**src/sfp_pkg.sv**
```systemverilog
// Shared types, constants and helpers for the STX/ETX frame parser.
// No dependencies; every other file in src except sfp_ram imports this package.
package sfp_pkg;

    localparam int BYTE_W        = 8;
    localparam int COUNT_OUT_W   = 6;
    localparam int INDEX_OUT_W   = 5;
    localparam int CFG_IDX_W     = 2;
    localparam int DEFAULT_PARAM_DEPTH = 32;

    // Framing characters
    localparam logic [BYTE_W-1:0] LBRACK = 8'h5B;   // '['
    localparam logic [BYTE_W-1:0] RBRACK = 8'h5D;   // ']'

    // Register reset values
    localparam logic [BYTE_W-1:0] START_CODE_RST = 8'h02;
    localparam logic [BYTE_W-1:0] END_CODE_RST   = 8'h03;
    localparam logic [BYTE_W-1:0] DEV_ADDR_RST   = 8'h01;
    localparam logic [BYTE_W-1:0] BRO_ADDR_RST   = 8'hFF;

    // Configuration register indexes
    typedef enum logic [CFG_IDX_W-1:0] {
        CFG_START_CODE = 2'd0,
        CFG_END_CODE   = 2'd1,
        CFG_DEV_ADDR   = 2'd2,
        CFG_BRO_ADDR   = 2'd3
    } sfp_cfg_idx_t;

    // Controller -> datapath commands
    typedef struct packed {
        logic clr_sum;      // clear running XOR
        logic xor_sum;      // fold rx byte into running XOR
        logic load_cmd;     // capture command, clear parameter count
        logic store_param;  // store rx byte in the parameter RAM if room
        logic load_chk_hi;  // capture high checksum nibble
        logic emit_start;   // rewind the readout index
        logic rd_issue;     // read next stored parameter for output
        logic emit_none;    // load the single no-parameter result
    } sfp_cmd_t;

    // Datapath -> controller status
    typedef struct packed {
        logic zero_byte;
        logic hit_start;
        logic hit_dev;
        logic hit_bro;
        logic hit_lbrack;
        logic hit_rbrack;
        logic sum_ok;
        logic hit_end;
        logic count_zero;
        logic rd_last;
        logic out_free;
    } sfp_sts_t;

    // ASCII hex digit to nibble; anything else decodes as zero
    function automatic logic [3:0] hex_nibble(input logic [BYTE_W-1:0] c);
        logic [3:0] n;
        n = 4'd0;
        if (c >= 8'h30 && c <= 8'h39)
            n = 4'(c - 8'h30);
        else if (c >= 8'h41 && c <= 8'h46)
            n = 4'(c - 8'h37);
        else if (c >= 8'h61 && c <= 8'h66)
            n = 4'(c - 8'h57);
        return n;
    endfunction

endpackage

```
**src/sfp_if.sv**
```systemverilog
// Valid/ready stream interfaces for the received bytes and the results.
// Depends on sfp_pkg for field widths.
interface sfp_rx_if import sfp_pkg::*; ();
    logic              valid;
    logic              ready;
    logic [BYTE_W-1:0] rx_byte;

    modport source (output valid, output rx_byte, input ready);
    modport sink   (input valid, input rx_byte, output ready);
endinterface

interface sfp_res_if import sfp_pkg::*; ();
    logic                   valid;
    logic                   ready;
    logic [BYTE_W-1:0]      command;
    logic [COUNT_OUT_W-1:0] param_count;
    logic [INDEX_OUT_W-1:0] param_index;
    logic [BYTE_W-1:0]      param_byte;
    logic                   has_param;
    logic                   last;

    modport source (output valid, output command, output param_count, output param_index,
                    output param_byte, output has_param, output last, input ready);
    modport sink   (input valid, input command, input param_count, input param_index,
                    input param_byte, input has_param, input last, output ready);
endinterface

```
**src/stx_etx_frame_parser.sv**
```systemverilog
// STX/ETX frame parser with XOR checksum: top level joining controller and datapath.
// Depends on sfp_pkg, sfp_if, sfp_ram, sfp_datapath and sfp_ctrl.
//
// Usage:
//   rx carries one received byte per transaction; a zero byte means no data and
//   returns the parser to hunting for the start code. res carries the results of
//   a good frame: one per stored parameter byte, or one without a parameter.
//   Configuration (start code, end code, device and broadcast address) is written
//   through cfg_wr_en / cfg_index / cfg_wdata while the block is idle.
// Throughput and readout:
//   While parsing, one byte is taken every cycle. After a good end code rx stalls
//   for the readout: each stored parameter is read from the registered RAM into
//   the result register, or the no-parameter result is loaded there directly.
//   The next registered RAM read is issued only after the previous one has
//   reached the output register. rx reopens in the cycle after the last read is
//   issued, while the last result may still wait in the output register.
// Reset:
//   rst_n clears the state machine, counters and output valid and loads the
//   register defaults. The parameter RAM is not cleared and needs no sweep.
// Stalls:
//   A low res.ready holds the result register; readout pauses until it drains.
module stx_etx_frame_parser import sfp_pkg::*; #(
    parameter int PARAM_DEPTH = DEFAULT_PARAM_DEPTH
) (
    input  logic                 clk,
    input  logic                 rst_n,
    input  logic                 cfg_wr_en,
    input  logic [CFG_IDX_W-1:0] cfg_index,
    input  logic [BYTE_W-1:0]    cfg_wdata,
    sfp_rx_if.sink               rx,
    sfp_res_if.source            res
);

    sfp_cmd_t cmd;
    sfp_sts_t sts;

    // Frame state machine
    sfp_ctrl u_ctrl (
        .clk      (clk),
        .rst_n    (rst_n),
        .rx_valid (rx.valid),
        .rx_ready (rx.ready),
        .sts      (sts),
        .cmd      (cmd)
    );

    // Compares, checksum, parameter store and result register
    sfp_datapath #(
        .PARAM_DEPTH (PARAM_DEPTH)
    ) u_datapath (
        .clk             (clk),
        .rst_n           (rst_n),
        .cfg_wr_en       (cfg_wr_en),
        .cfg_index       (cfg_index),
        .cfg_wdata       (cfg_wdata),
        .rx_byte         (rx.rx_byte),
        .cmd             (cmd),
        .sts             (sts),
        .res_ready       (res.ready),
        .res_valid       (res.valid),
        .res_command     (res.command),
        .res_param_count (res.param_count),
        .res_param_index (res.param_index),
        .res_param_byte  (res.param_byte),
        .res_has_param   (res.has_param),
        .res_last        (res.last)
    );

endmodule

```
**src/sfp_ram.sv**
```systemverilog
// Generic single-write, single-read RAM with registered read data.
// No dependencies.
module sfp_ram #(
    parameter int WIDTH = 8,
    parameter int DEPTH = 32,
    localparam int ADDR_W = (DEPTH > 1) ? $clog2(DEPTH) : 1
) (
    input  logic              clk,
    input  logic              we,
    input  logic [ADDR_W-1:0] waddr,
    input  logic [WIDTH-1:0]  wdata,
    input  logic              re,
    input  logic [ADDR_W-1:0] raddr,
    output logic [WIDTH-1:0]  rdata
);

    logic [WIDTH-1:0] mem [DEPTH];
    logic [WIDTH-1:0] rdata_reg;

    // Write port
    always_ff @(posedge clk)
    begin
        if (we)
            mem[waddr] <= wdata;
    end

    // Registered read port
    always_ff @(posedge clk)
    begin
        if (re)
            rdata_reg <= mem[raddr];
    end

    assign rdata = rdata_reg;

endmodule

```
**src/sfp_datapath.sv**
```systemverilog
// Datapath: config registers, byte compares, running XOR, parameter RAM,
// readout pipeline and result register. Depends on sfp_pkg and sfp_ram.
module sfp_datapath import sfp_pkg::*; #(
    parameter int PARAM_DEPTH = DEFAULT_PARAM_DEPTH
) (
    input  logic                   clk,
    input  logic                   rst_n,
    // configuration writes
    input  logic                   cfg_wr_en,
    input  logic [CFG_IDX_W-1:0]   cfg_index,
    input  logic [BYTE_W-1:0]      cfg_wdata,
    // input byte
    input  logic [BYTE_W-1:0]      rx_byte,
    // controller link
    input  sfp_cmd_t               cmd,
    output sfp_sts_t               sts,
    // result channel
    input  logic                   res_ready,
    output logic                   res_valid,
    output logic [BYTE_W-1:0]      res_command,
    output logic [COUNT_OUT_W-1:0] res_param_count,
    output logic [INDEX_OUT_W-1:0] res_param_index,
    output logic [BYTE_W-1:0]      res_param_byte,
    output logic                   res_has_param,
    output logic                   res_last
);

    localparam int ADDR_W = (PARAM_DEPTH > 1) ? $clog2(PARAM_DEPTH) : 1;
    localparam int CNT_W  = $clog2(PARAM_DEPTH + 1);
    localparam logic [CNT_W-1:0] CNT_FULL = CNT_W'(PARAM_DEPTH);

    // Configuration registers
    logic [BYTE_W-1:0] start_code_reg, end_code_reg, dev_addr_reg, bro_addr_reg;

    always_ff @(posedge clk or negedge rst_n)
    begin
        if (!rst_n)
        begin
            start_code_reg <= START_CODE_RST;
            end_code_reg   <= END_CODE_RST;
            dev_addr_reg   <= DEV_ADDR_RST;
            bro_addr_reg   <= BRO_ADDR_RST;
        end
        else if (cfg_wr_en)
        begin
            unique case (sfp_cfg_idx_t'(cfg_index))
                CFG_START_CODE: start_code_reg <= cfg_wdata;
                CFG_END_CODE:   end_code_reg   <= cfg_wdata;
                CFG_DEV_ADDR:   dev_addr_reg   <= cfg_wdata;
                CFG_BRO_ADDR:   bro_addr_reg   <= cfg_wdata;
                default: ;
            endcase
        end
    end

    // Frame state
    logic [BYTE_W-1:0] sum_calc_reg, sum_calc_next;
    logic [3:0]        chk_hi_reg, chk_hi_next;
    logic [BYTE_W-1:0] held_cmd_reg, held_cmd_next;
    logic [CNT_W-1:0]  count_reg, count_next;
    logic [CNT_W-1:0]  rd_idx_reg, rd_idx_next;
    logic [CNT_W-1:0]  rd_idx_inc;
    logic [3:0]        rx_nibble;
    logic              count_full;
    logic              ram_we;

    assign rx_nibble  = hex_nibble(rx_byte);
    assign count_full = (count_reg == CNT_FULL);
    assign ram_we     = cmd.store_param && !count_full;
    assign rd_idx_inc = rd_idx_reg + CNT_W'(1);

    always_comb
    begin
        sum_calc_next = sum_calc_reg;
        chk_hi_next   = chk_hi_reg;
        held_cmd_next = held_cmd_reg;
        count_next    = count_reg;
        rd_idx_next   = rd_idx_reg;
        if (cmd.clr_sum)
            sum_calc_next = '0;
        else if (cmd.xor_sum)
            sum_calc_next = sum_calc_reg ^ rx_byte;
        if (cmd.load_chk_hi)
            chk_hi_next = rx_nibble;
        if (cmd.load_cmd)
        begin
            held_cmd_next = rx_byte;
            count_next    = '0;
        end
        else if (ram_we)
            count_next = count_reg + CNT_W'(1);
        if (cmd.emit_start)
            rd_idx_next = '0;
        else if (cmd.rd_issue)
            rd_idx_next = rd_idx_inc;
    end

    always_ff @(posedge clk or negedge rst_n)
    begin
        if (!rst_n)
        begin
            sum_calc_reg <= '0;
            chk_hi_reg   <= '0;
            held_cmd_reg <= '0;
            count_reg    <= '0;
            rd_idx_reg   <= '0;
        end
        else
        begin
            sum_calc_reg <= sum_calc_next;
            chk_hi_reg   <= chk_hi_next;
            held_cmd_reg <= held_cmd_next;
            count_reg    <= count_next;
            rd_idx_reg   <= rd_idx_next;
        end
    end

    // Parameter store
    logic [BYTE_W-1:0] ram_rdata;

    sfp_ram #(
        .WIDTH (BYTE_W),
        .DEPTH (PARAM_DEPTH)
    ) u_ram (
        .clk   (clk),
        .we    (ram_we),
        .waddr (count_reg[ADDR_W-1:0]),
        .wdata (rx_byte),
        .re    (cmd.rd_issue),
        .raddr (rd_idx_reg[ADDR_W-1:0]),
        .rdata (ram_rdata)
    );

    // Read-in-flight stage: index and last flag travel with the RAM read
    logic             pend_reg;
    logic [CNT_W-1:0] pend_idx_reg;
    logic             pend_last_reg;

    always_ff @(posedge clk or negedge rst_n)
    begin
        if (!rst_n)
            pend_reg <= 1'b0;
        else
            pend_reg <= cmd.rd_issue;
    end

    always_ff @(posedge clk)
    begin
        if (cmd.rd_issue)
        begin
            pend_idx_reg  <= rd_idx_reg;
            pend_last_reg <= (rd_idx_inc == count_reg);
        end
    end

    // Result register
    logic                   out_valid_reg;
    logic [BYTE_W-1:0]      out_cmd_reg;
    logic [COUNT_OUT_W-1:0] out_count_reg;
    logic [INDEX_OUT_W-1:0] out_index_reg;
    logic [BYTE_W-1:0]      out_byte_reg;
    logic                   out_has_reg;
    logic                   out_last_reg;
    logic [COUNT_OUT_W-1:0] pend_idx_wide;

    assign pend_idx_wide = COUNT_OUT_W'(pend_idx_reg);

    always_ff @(posedge clk or negedge rst_n)
    begin
        if (!rst_n)
            out_valid_reg <= 1'b0;
        else if (pend_reg || cmd.emit_none)
            out_valid_reg <= 1'b1;
        else if (res_ready)
            out_valid_reg <= 1'b0;
    end

    always_ff @(posedge clk)
    begin
        if (pend_reg)
        begin
            out_cmd_reg   <= held_cmd_reg;
            out_count_reg <= COUNT_OUT_W'(count_reg);
            out_index_reg <= pend_idx_wide[INDEX_OUT_W-1:0];
            out_byte_reg  <= ram_rdata;
            out_has_reg   <= 1'b1;
            out_last_reg  <= pend_last_reg;
        end
        else if (cmd.emit_none)
        begin
            out_cmd_reg   <= held_cmd_reg;
            out_count_reg <= '0;
            out_index_reg <= '0;
            out_byte_reg  <= '0;
            out_has_reg   <= 1'b0;
            out_last_reg  <= 1'b1;
        end
    end

    assign res_valid       = out_valid_reg;
    assign res_command     = out_cmd_reg;
    assign res_param_count = out_count_reg;
    assign res_param_index = out_index_reg;
    assign res_param_byte  = out_byte_reg;
    assign res_has_param   = out_has_reg;
    assign res_last        = out_last_reg;

    // Status to controller
    always_comb
    begin
        sts.zero_byte  = (rx_byte == '0);
        sts.hit_start  = (rx_byte == start_code_reg);
        sts.hit_dev    = (rx_byte == dev_addr_reg);
        sts.hit_bro    = (rx_byte == bro_addr_reg);
        sts.hit_lbrack = (rx_byte == LBRACK);
        sts.hit_rbrack = (rx_byte == RBRACK);
        sts.sum_ok     = ({chk_hi_reg, rx_nibble} == sum_calc_reg);
        sts.hit_end    = (rx_byte == end_code_reg);
        sts.count_zero = (count_reg == '0);
        sts.rd_last    = (rd_idx_inc == count_reg);
        sts.out_free   = !pend_reg && (!out_valid_reg || res_ready);
    end

endmodule

```
**src/sfp_ctrl.sv**
```systemverilog
// Controller: one-hot frame parsing state machine plus result readout sequencing.
// Depends on sfp_pkg for the command and status structs.
module sfp_ctrl import sfp_pkg::*; (
    input  logic     clk,
    input  logic     rst_n,
    input  logic     rx_valid,
    output logic     rx_ready,
    input  sfp_sts_t sts,
    output sfp_cmd_t cmd
);

    typedef enum logic [10:0] {
        ST_HUNT   = 11'b000_0000_0001,
        ST_DEV    = 11'b000_0000_0010,
        ST_BRO    = 11'b000_0000_0100,
        ST_CMD    = 11'b000_0000_1000,
        ST_OPT    = 11'b000_0001_0000,
        ST_PARAMS = 11'b000_0010_0000,
        ST_CHK_HI = 11'b000_0100_0000,
        ST_CHK_LO = 11'b000_1000_0000,
        ST_END    = 11'b001_0000_0000,
        ST_ERROR  = 11'b010_0000_0000,
        ST_EMIT   = 11'b100_0000_0000
    } sfp_state_t;

    sfp_state_t state_reg, state_next;
    logic       rx_fire;

    // Input stalls only in the emit state, while the results are read out
    assign rx_ready = (state_reg != ST_EMIT);
    assign rx_fire  = rx_valid && rx_ready;

    // Next state and commands
    always_comb
    begin
        state_next = state_reg;
        cmd        = '0;
        priority if (state_reg == ST_EMIT)
        begin
            if (sts.out_free)
            begin
                if (sts.count_zero)
                begin
                    cmd.emit_none = 1'b1;
                    state_next    = ST_HUNT;
                end
                else
                begin
                    cmd.rd_issue = 1'b1;
                    if (sts.rd_last)
                        state_next = ST_HUNT;
                end
            end
        end
        else if (rx_fire && sts.zero_byte)
            state_next = ST_HUNT;
        else if (rx_fire)
        begin
            unique case (state_reg)
                ST_HUNT:
                begin
                    if (sts.hit_start)
                    begin
                        cmd.clr_sum = 1'b1;
                        state_next  = ST_DEV;
                    end
                end
                ST_DEV:
                begin
                    cmd.xor_sum = sts.hit_dev;
                    state_next  = sts.hit_dev ? ST_BRO : ST_ERROR;
                end
                ST_BRO:
                begin
                    cmd.xor_sum = sts.hit_bro;
                    state_next  = sts.hit_bro ? ST_CMD : ST_ERROR;
                end
                ST_CMD:
                begin
                    cmd.load_cmd = 1'b1;
                    cmd.xor_sum  = 1'b1;
                    state_next   = ST_OPT;
                end
                ST_OPT:
                begin
                    // no bracket: this byte is already the high checksum digit
                    if (sts.hit_lbrack)
                    begin
                        cmd.xor_sum = 1'b1;
                        state_next  = ST_PARAMS;
                    end
                    else
                    begin
                        cmd.load_chk_hi = 1'b1;
                        state_next      = ST_CHK_LO;
                    end
                end
                ST_PARAMS:
                begin
                    cmd.xor_sum = 1'b1;
                    if (sts.hit_rbrack)
                        state_next = ST_CHK_HI;
                    else
                        cmd.store_param = 1'b1;
                end
                ST_CHK_HI:
                begin
                    cmd.load_chk_hi = 1'b1;
                    state_next      = ST_CHK_LO;
                end
                ST_CHK_LO:
                    state_next = sts.sum_ok ? ST_END : ST_ERROR;
                ST_END:
                begin
                    if (sts.hit_end)
                    begin
                        cmd.emit_start = 1'b1;
                        state_next     = ST_EMIT;
                    end
                    else
                        state_next = ST_ERROR;
                end
                default: ;  // error: hold until a zero byte
            endcase
        end
    end

    always_ff @(posedge clk or negedge rst_n)
    begin
        if (!rst_n)
            state_reg <= ST_HUNT;
        else
            state_reg <= state_next;
    end

endmodule

```
**src/flat_wrapper.sv**
```systemverilog
// flat-port wrapper written by rule: the top's interface ports become plain ports
module stx_etx_frame_parser_flat import sfp_pkg::*;
#(
    parameter int PARAM_DEPTH = DEFAULT_PARAM_DEPTH
)
  (clk, rst_n, cfg_wr_en, cfg_index, cfg_wdata, rx_valid, rx_rx_byte, rx_ready, res_valid, res_command, res_param_count, res_param_index, res_param_byte, res_has_param, res_last, res_ready);
  sfp_rx_if rx_i ();
  sfp_res_if res_i ();
  input  logic clk;
  input  logic rst_n;
  input  logic cfg_wr_en;
  input  logic [CFG_IDX_W-1:0] cfg_index;
  input  logic [BYTE_W-1:0] cfg_wdata;
  input wire logic [$bits(rx_i.valid)-1:0] rx_valid;
  input wire logic [$bits(rx_i.rx_byte)-1:0] rx_rx_byte;
  output wire logic [$bits(rx_i.ready)-1:0] rx_ready;
  output wire logic [$bits(res_i.valid)-1:0] res_valid;
  output wire logic [$bits(res_i.command)-1:0] res_command;
  output wire logic [$bits(res_i.param_count)-1:0] res_param_count;
  output wire logic [$bits(res_i.param_index)-1:0] res_param_index;
  output wire logic [$bits(res_i.param_byte)-1:0] res_param_byte;
  output wire logic [$bits(res_i.has_param)-1:0] res_has_param;
  output wire logic [$bits(res_i.last)-1:0] res_last;
  input wire logic [$bits(res_i.ready)-1:0] res_ready;
  assign rx_i.valid = rx_valid;
  assign rx_i.rx_byte = rx_rx_byte;
  assign rx_ready = rx_i.ready;
  assign res_valid = res_i.valid;
  assign res_command = res_i.command;
  assign res_param_count = res_i.param_count;
  assign res_param_index = res_i.param_index;
  assign res_param_byte = res_i.param_byte;
  assign res_has_param = res_i.has_param;
  assign res_last = res_i.last;
  assign res_i.ready = res_ready;
  stx_etx_frame_parser #(.PARAM_DEPTH(PARAM_DEPTH)) u_core (.clk(clk), .rst_n(rst_n), .cfg_wr_en(cfg_wr_en), .cfg_index(cfg_index), .cfg_wdata(cfg_wdata), .rx(rx_i), .res(res_i));
endmodule
```
**config.mk**
```make
export PLATFORM = sky130hd
export DESIGN_NAME = stx_etx_frame_parser_flat
export DESIGN_NICKNAME = d
export VERILOG_FILES = /design/src/sfp_pkg.sv /design/src/sfp_if.sv /design/src/stx_etx_frame_parser.sv /design/src/sfp_ram.sv /design/src/sfp_datapath.sv /design/src/sfp_ctrl.sv /design/src/flat_wrapper.sv
export SDC_FILE = /design/constraint.sdc
export NUM_CORES = 1
export LEC_CHECK = 0
export ABC_CLOCK_PERIOD_IN_PS = 7000
export BUFFER_PORTS_ARGS = -buffer_cell sky130_fd_sc_hd__buf_4
export CORE_MARGIN = 2
export CORE_UTILIZATION = 25
export CTS_BUF_LIST = sky130_fd_sc_hd__clkbuf_8
export DETAILED_ROUTE_END_ITERATION = 12
export GPL_TIMING_DRIVEN = 0
export SLEW_MARGIN = 15
export SYNTH_ARGS = -nofsm -noshare
export SYNTH_HDL_FRONTEND = slang
export SYNTH_HIERARCHICAL = 1
export SYNTH_SLANG_ARGS = --single-unit
```
**constraint.sdc**
```tcl
create_clock -name clk -period 7 [get_ports clk]
set_input_delay 1.4 -clock clk [delete_from_list [all_inputs] [get_ports clk]]
set_output_delay 1.4 -clock clk [all_outputs]
set_load 0.01 [all_outputs]
```
# Yosys cells after proc, flatten, opt, wreduce, memory -nomap -nowiden
# Memory sizes are Yosys's and may differ from the RTL's. A register that Yosys moved wholly into a read port is not among the register bits.
# Index checks and enable logic that the tools add are counted.
[word_totals]
register_bits = 112
ram_bits = 256
out_inout_bits = 31
memories = 1
[mem_list]
columns = ["name", "depth", "width", "rd", "rd_ports_with_merged_regs", "wr", "line", "rtl"]
rows = [
  ["u_core.u_datapath.u_ram.mem", 32, 8, 1, 1, 1, "sfp_ram.sv:17", "logic [WIDTH-1:0] mem [DEPTH];"],
]
[classes]
add_sub_neg = 5
n_lt_le_gt_ge = 6
eq_ne = 27
muxes = 55
bitwise = 1
reduce_logical = 28
[ops]
columns = ["op", "n"]
rows = [
  ["11-bit 2-to-1 mux", 9],
  ["11-bit one-hot mux with 9 select lines", 1],
  ["8-bit 2-to-1 mux", 7],
  ["6-bit 2-to-1 mux", 9],
  ["8-bit == test", 5],
  ["10-bit 2-to-1 mux", 3],
  ["1-bit 2-to-1 mux", 17],
  ["8-bit by 7-bit == test with 1-bit output (second input constant)", 2],
  ["8-bit by 7-bit >= comparator with 1-bit output (second input constant)", 2],
  ["8-bit by 7-bit <= comparator with 1-bit output (second input constant)", 2],
  ["6-bit by 1-bit adder with 6-bit output (second input constant)", 2],
  ["4-bit 2-to-1 mux", 3],
  ["11-bit by 1-bit == test with 1-bit output (second input constant)", 1],
  ["11-bit == test (second input constant)", 1],
  ["11-bit by 2-bit == test with 1-bit output (second input constant)", 1],
  ["11-bit by 3-bit == test with 1-bit output (second input constant)", 1],
  ["11-bit by 4-bit == test with 1-bit output (second input constant)", 1],
  ["11-bit by 5-bit == test with 1-bit output (second input constant)", 1],
  ["11-bit by 6-bit == test with 1-bit output (second input constant)", 1],
  ["11-bit by 7-bit == test with 1-bit output (second input constant)", 1],
  ["11-bit by 8-bit == test with 1-bit output (second input constant)", 1],
  ["11-bit by 9-bit == test with 1-bit output (second input constant)", 1],
  ["11-bit inequality test (second input constant)", 1],
  ["11-bit nonzero test", 1],
  ["other kinds (27)", 48],
]

# Logic depth before layout (Yosys ltp)
[logic_depth]
word_depth = 11
depth_mapped = 12

# Modules after synthesis
# Netlist, hierarchy kept.
[by_module_without_submodules]
columns = ["mod", "instances", "cells_each", "area_per_inst_um2"]
rows = [
  ["sfp_ram", 1, 417, 10133.5],
  ["sfp_datapath", 1, 364, 4647.0],
  ["sfp_ctrl", 1, 116, 972.2],
]

# Least setup slack after synthesis
# OpenSTA, ideal clock, no wires.
[synth_path]
path_kind = "input-to-reg"
start = "input rx_rx_byte[1]"
end = "memory u_core.u_datapath.u_ram.mem[0][0] (enable)"
setup_ns = 0.370
arrival_ns = 3.942
slack_ns = 2.688
path_stages = 10
n_path_buf = 2
cell_sequence = "clkbuf_1 inv_1 ha_1 and4b_1 nand2b_1 nor2_1 o41a_1 or3b_2 clkbuf_1 nor2_1"
[synth_lines]
columns = ["element", "line", "rtl"]
rows = [
  ["from (decl)", "flat_wrapper.sv:15", "input wire logic [$bits(rx_i.rx_byte)-1:0] rx_rx_byte;"],
  ["to (decl)", "sfp_ram.sv:17", ""],
]

==> impl_metrics.py <==
metrics = {
    "outcome": {
        "run_status": "finished, final reports clean",
    },
    "global_route": {
        "grt_pass1_wl_mm": 53.9,
        "antenna_violations_before_repair": 1,
        "vias_in_the_first_global_route": 8851,
        "grt_max_degree": 78,
        "grt-ovfl-total": 0,
        "grt.total_usage": 0.111,
    },
    "worst_hold_path": {
        "whs_path_depth": 0,
        "worst_hold_startpoint": "u_core/u_datapath/held_cmd_reg[5]$_DFFE_PN0P_",
        "holdCritPathClass": "flop to flop",
        "min_delay_worst_endpoint": "u_core/u_datapath/res_command[5]$_DFFE_PP_",
    },
    "place": {
        "place.detailed.instances": 1796,
        "place.gp.congestion": 0.814,
        "hpwl_mm": 22.8,
        "numPortBuffers": 53,
    },
    "logic_synthesis": {
        "synth_seq_area_share": 0.693,
        "synthDistinctLibCells": 59,
        "synth_warnings": 6,
        "library_cell_occupying_the_most_area_in_the_post_synthesis_netlist": "edfxtp_1",
        "post_syn_nets": 926,
        "mappedNetlistArea_um2": 15800,
        "synthArstFlopShare": 0.205,
        "synth_cells": 897,
        "netlist_top_cells_area": "edfxtp_1 (57%), mux4_2 (11%), dfrtp_1 (10%)",
        "post-synth-top-area-fraction": 0.568,
        "number_of_enable_flip_flop_cells_after_synthesis": 298,
        "synth-main-ff-cell": "edfxtp_1",
        "syn-mean-instance-area_um2": 17.6,
        "ys_seq_elements": 376,
    },
    "setup_path": {
        "critPathLaunchType": "input pin",
        "critical_path.cell_chain": "buf_4 -> clkbuf_1 -> inv_1 -> ha_1 -> and4b_1 -> nand2b_1 -> nor2_1 -> o41a_1 -> or3b_2 -> clkbuf_1 -> nor2_1",
        "cpMaxStageDelayCell": "nor2_1",
        "cp_top_family": "simple AND/OR/NAND/NOR gates",
        "r2r_cells": 8,
        "regToRegStartpoint": "u_core/u_ctrl/state_reg[7]$_DFFE_PN0P_",
        "timing.critical_path.slowest_cell_delay_ns": 0.84,
        "rr_endpoint": "u_core/u_datapath/u_ram/mem[12][2]$_DFFE_PP_",
        "regToRegSetupSlack_ns": 2.81,
        "critical_path_buf_inv_count": 4,
        "worstSetupEndpointType": "flop",
        "timing.critical_path.arrival_ns": 5.65,
        "critical_path_peak_fanout": 34,
        "cp_data_required_time_ns": 7.20,
        "criticalPathCategory": "input pin to flop",
    },
    "layout": {
        "multi_input_comb_area_um2": 4580,
        "syn_to_final_growth_pct": 16.9,
        "fillCellCount": 6173,
        "mostFrequentLayoutCell": "edfxtp_1",
        "post_layout_nonfiller_instances": 1917,
        "layout_common_cells": "edfxtp_1 (298), mux4_2 (80), nor2_1 (71)",
        "layout.nets": 1048,
        "flip_flop_count_of_the_largest_register_after_layout": 256,
        "layout_cell_share_with_drive_strength_beyond_1": 0.293,
        "flip_flop_and_latch_area_um2": 10900,
    },
    "power": {
        "p_sw_frac": 0.222,
        "p_int_mw": 3.50,
        "power_switching_mw": 0.999,
        "leakagePower_nw": 6.25,
        "combPwrFrac": 0.039,
        "pwr-share-clk": 0.408,
        "powerDensity_nw_per_um2": 244,
        "p_seq_frac": 0.553,
        "vdd.ir_drop.worst_mv": 0.109,
    },
    "drt": {
        "routed_via_density": 4.38,
        "ant_nets": 0,
        "wl_per_cell_um": 18.4,
        "routed_wirelength_mm": 35.2,
        "route.vias.total": 8393,
        "first_pass_iters": 5,
        "drt_iter0_markers": 600,
        "drc": 0,
    },
    "sta": {
        "finalSetupTns_ns": 0,
        "layout_min_cycle_time_ns": 5.44,
        "max_freq_ghz": 0.184,
        "rsz0062_at_grt": "no",
        "final_min_period_over_clock_period": 0.778,
        "worst_slew_pin_slew_ns": 1.03,
        "hold_viol": 0,
        "timing_max_transition_violations_final": 0,
        "clock_skew_ns": 0.0409,
        "timing.final.setup_violations": 0,
        "slew_headroom": 0.307,
    },
    "clock_network": {
        "cts_max_path_buffers": 3,
        "cts.sinks": 376,
        "clock_latency_ns": 0.62,
        "clockRootBuffer": "clkbuf_8",
        "h-tree-depth": 3,
        "clock_tree_from_tritoncts": "yes",
        "clk_transition_reported_paths_ns": 0.06,
        "number_of_buffers_created_by_cts": 67,
        "holdBufCountCts": 0,
        "count_of_cells_resized_by_post_cts_repair": 0,
        "post-cts-setup-buffer-count": 0,
    },
    "floorplanning": {
        "initial_utilization": 0.251,
        "die_area_um2": 65000,
        "io-pin-count": 54,
        "floorplan.die.height_um": 255,
        "die_w_um": 255,
        "rows": 92,
        "placeableCoreArea_um2": 62700,
    },
    "flow_run": {
        "cap_viol_max_count": 0,
    },
}
per-layer routing:
layer,GRT usage,part of all wire,up-vias
met5,0,0,-
met4,0.0500,0.027,0
met3,0.0309,0.063,65
met2,0.180,0.49,235
met1,0.140,0.42,4352
li1,-,-,3741
worst max-delay path by stage:
stage | slack [ns] | start | depth (start not counted) | end
6_report | 1.56 | rx_rx_byte[1] | 11 | u_core/u_datapath/u_ram/mem[12][2]$_DFFE_PP_
5_1_grt | 1.34 | rx_rx_byte[1] | 11 | u_core/u_datapath/u_ram/mem[12][2]$_DFFE_PP_
4_1_cts | 1.63 | rx_rx_byte[1] | 11 | u_core/u_datapath/u_ram/mem[12][2]$_DFFE_PP_
3_5_place_dp | 1.02 | rx_rx_byte[1] | 11 | u_core/u_datapath/u_ram/mem[12][5]$_DFFE_PP_
3_3_place_gp | 1.15 | rx_rx_byte[1] | 11 | u_core/u_datapath/u_ram/mem[8][6]$_DFFE_PP_
2_1_floorplan | 2.69 | rx_rx_byte[1] | 10 | u_core/u_datapath/u_ram/mem[0][0]$_DFFE_PP_
through the flow:
step / hold WS (ns) / setup WS [ns] / cell area (um^2) / total power [mW] / utilization
floorplan: 0.421 / 2.69 / 15800 / 2.63 / -
global placement: 0.427 / 1.15 / 17200 / 2.70 / 0.274
detailed placement: 0.435 / 1.02 / 17200 / 2.71 / 0.274
CTS: 0.441 / 1.63 / 18400 / 4.57 / 0.293
global route: 0.451 / 1.34 / 18400 / 4.69 / 0.294
finish: 0.442 / 1.56 / 18400 / 4.50 / 0.294
power groups by stage:
stage	Sequential [mW]	Clock [mW]	Combinational, mW
after floorplan	2.53	0	0.109
after global placement	2.53	0	0.173
after detailed placement	2.53	0	0.179
after CTS	2.49	1.90	0.180
after global routing	2.49	2.00	0.195
final	2.49	1.83	0.176
cells by family (layout without fill, tap and decap cells):
kind of cell | after synthesis | after routing | synth area share
flops | 376 | 376 | 0.693
simple gates | 216 | 216 | 0.0738
mux | 138 | 138 | 0.156
xor+xnor | 68 | 68 | 0.0378
buf+inv | 58 | 231 | 0.0176
compound gates | 35 | 35 | 0.0176
fa+ha+maj | 6 | 6 | 0.00477
other cells | 0 | 1 | 0
layout make-up:
| type | instances | share of cell area |
|---|---|---|
| Clock buffer | 69 | 0.0516 |
| Buffer | 43 | 0.0120 |
| Clock inverter | 51 | 0.0134 |
| Sequential cell | 376 | 0.592 |
| Inverter | 15 | 0.00306 |
| Timing Repair Buffer | 53 | 0.0216 |
| Multi-Input combinational cell | 463 | 0.248 |
| Tap cell | 846 | 0.0575 |
| Antenna cell | 1 | 0.000136 |
synthesized netlist by cell type (2+ instances only):
| cell | number |
|---|---|
| edfxtp_1 | 298 |
| a41oi_1 | 2 |
| buf_2 | 3 |
| buf_6 | 4 |
| mux2_2 | 56 |
| and3_1 | 6 |
| nand2_1 | 24 |
| or3b_2 | 5 |
| xor2_1 | 20 |
| dfstp_2 | 13 |
| buf_1 | 7 |
| mux4_2 | 80 |
| nor4_1 | 6 |
| a31oi_1 | 2 |
| nor2b_1 | 6 |
| o21ai_0 | 5 |
| nand4_1 | 17 |
| or4_1 | 2 |
| nor3b_1 | 3 |
| or3_1 | 3 |
| buf_4 | 7 |
| nand2b_1 | 5 |
| inv_1 | 15 |
| a211o_1 | 2 |
| xnor2_1 | 48 |
| clkbuf_1 | 22 |
| nor2_1 | 72 |
| and4_1 | 3 |
| o21bai_1 | 4 |
| dfrtp_1 | 64 |
| and2_1 | 21 |
| nor3_1 | 13 |
| ha_1 | 6 |
| a21oi_1 | 10 |
| or2_2 | 2 |
| nand3b_1 | 9 |
| nand3_1 | 10 |
Note: power is estimated with default switching activity, not from simulation.
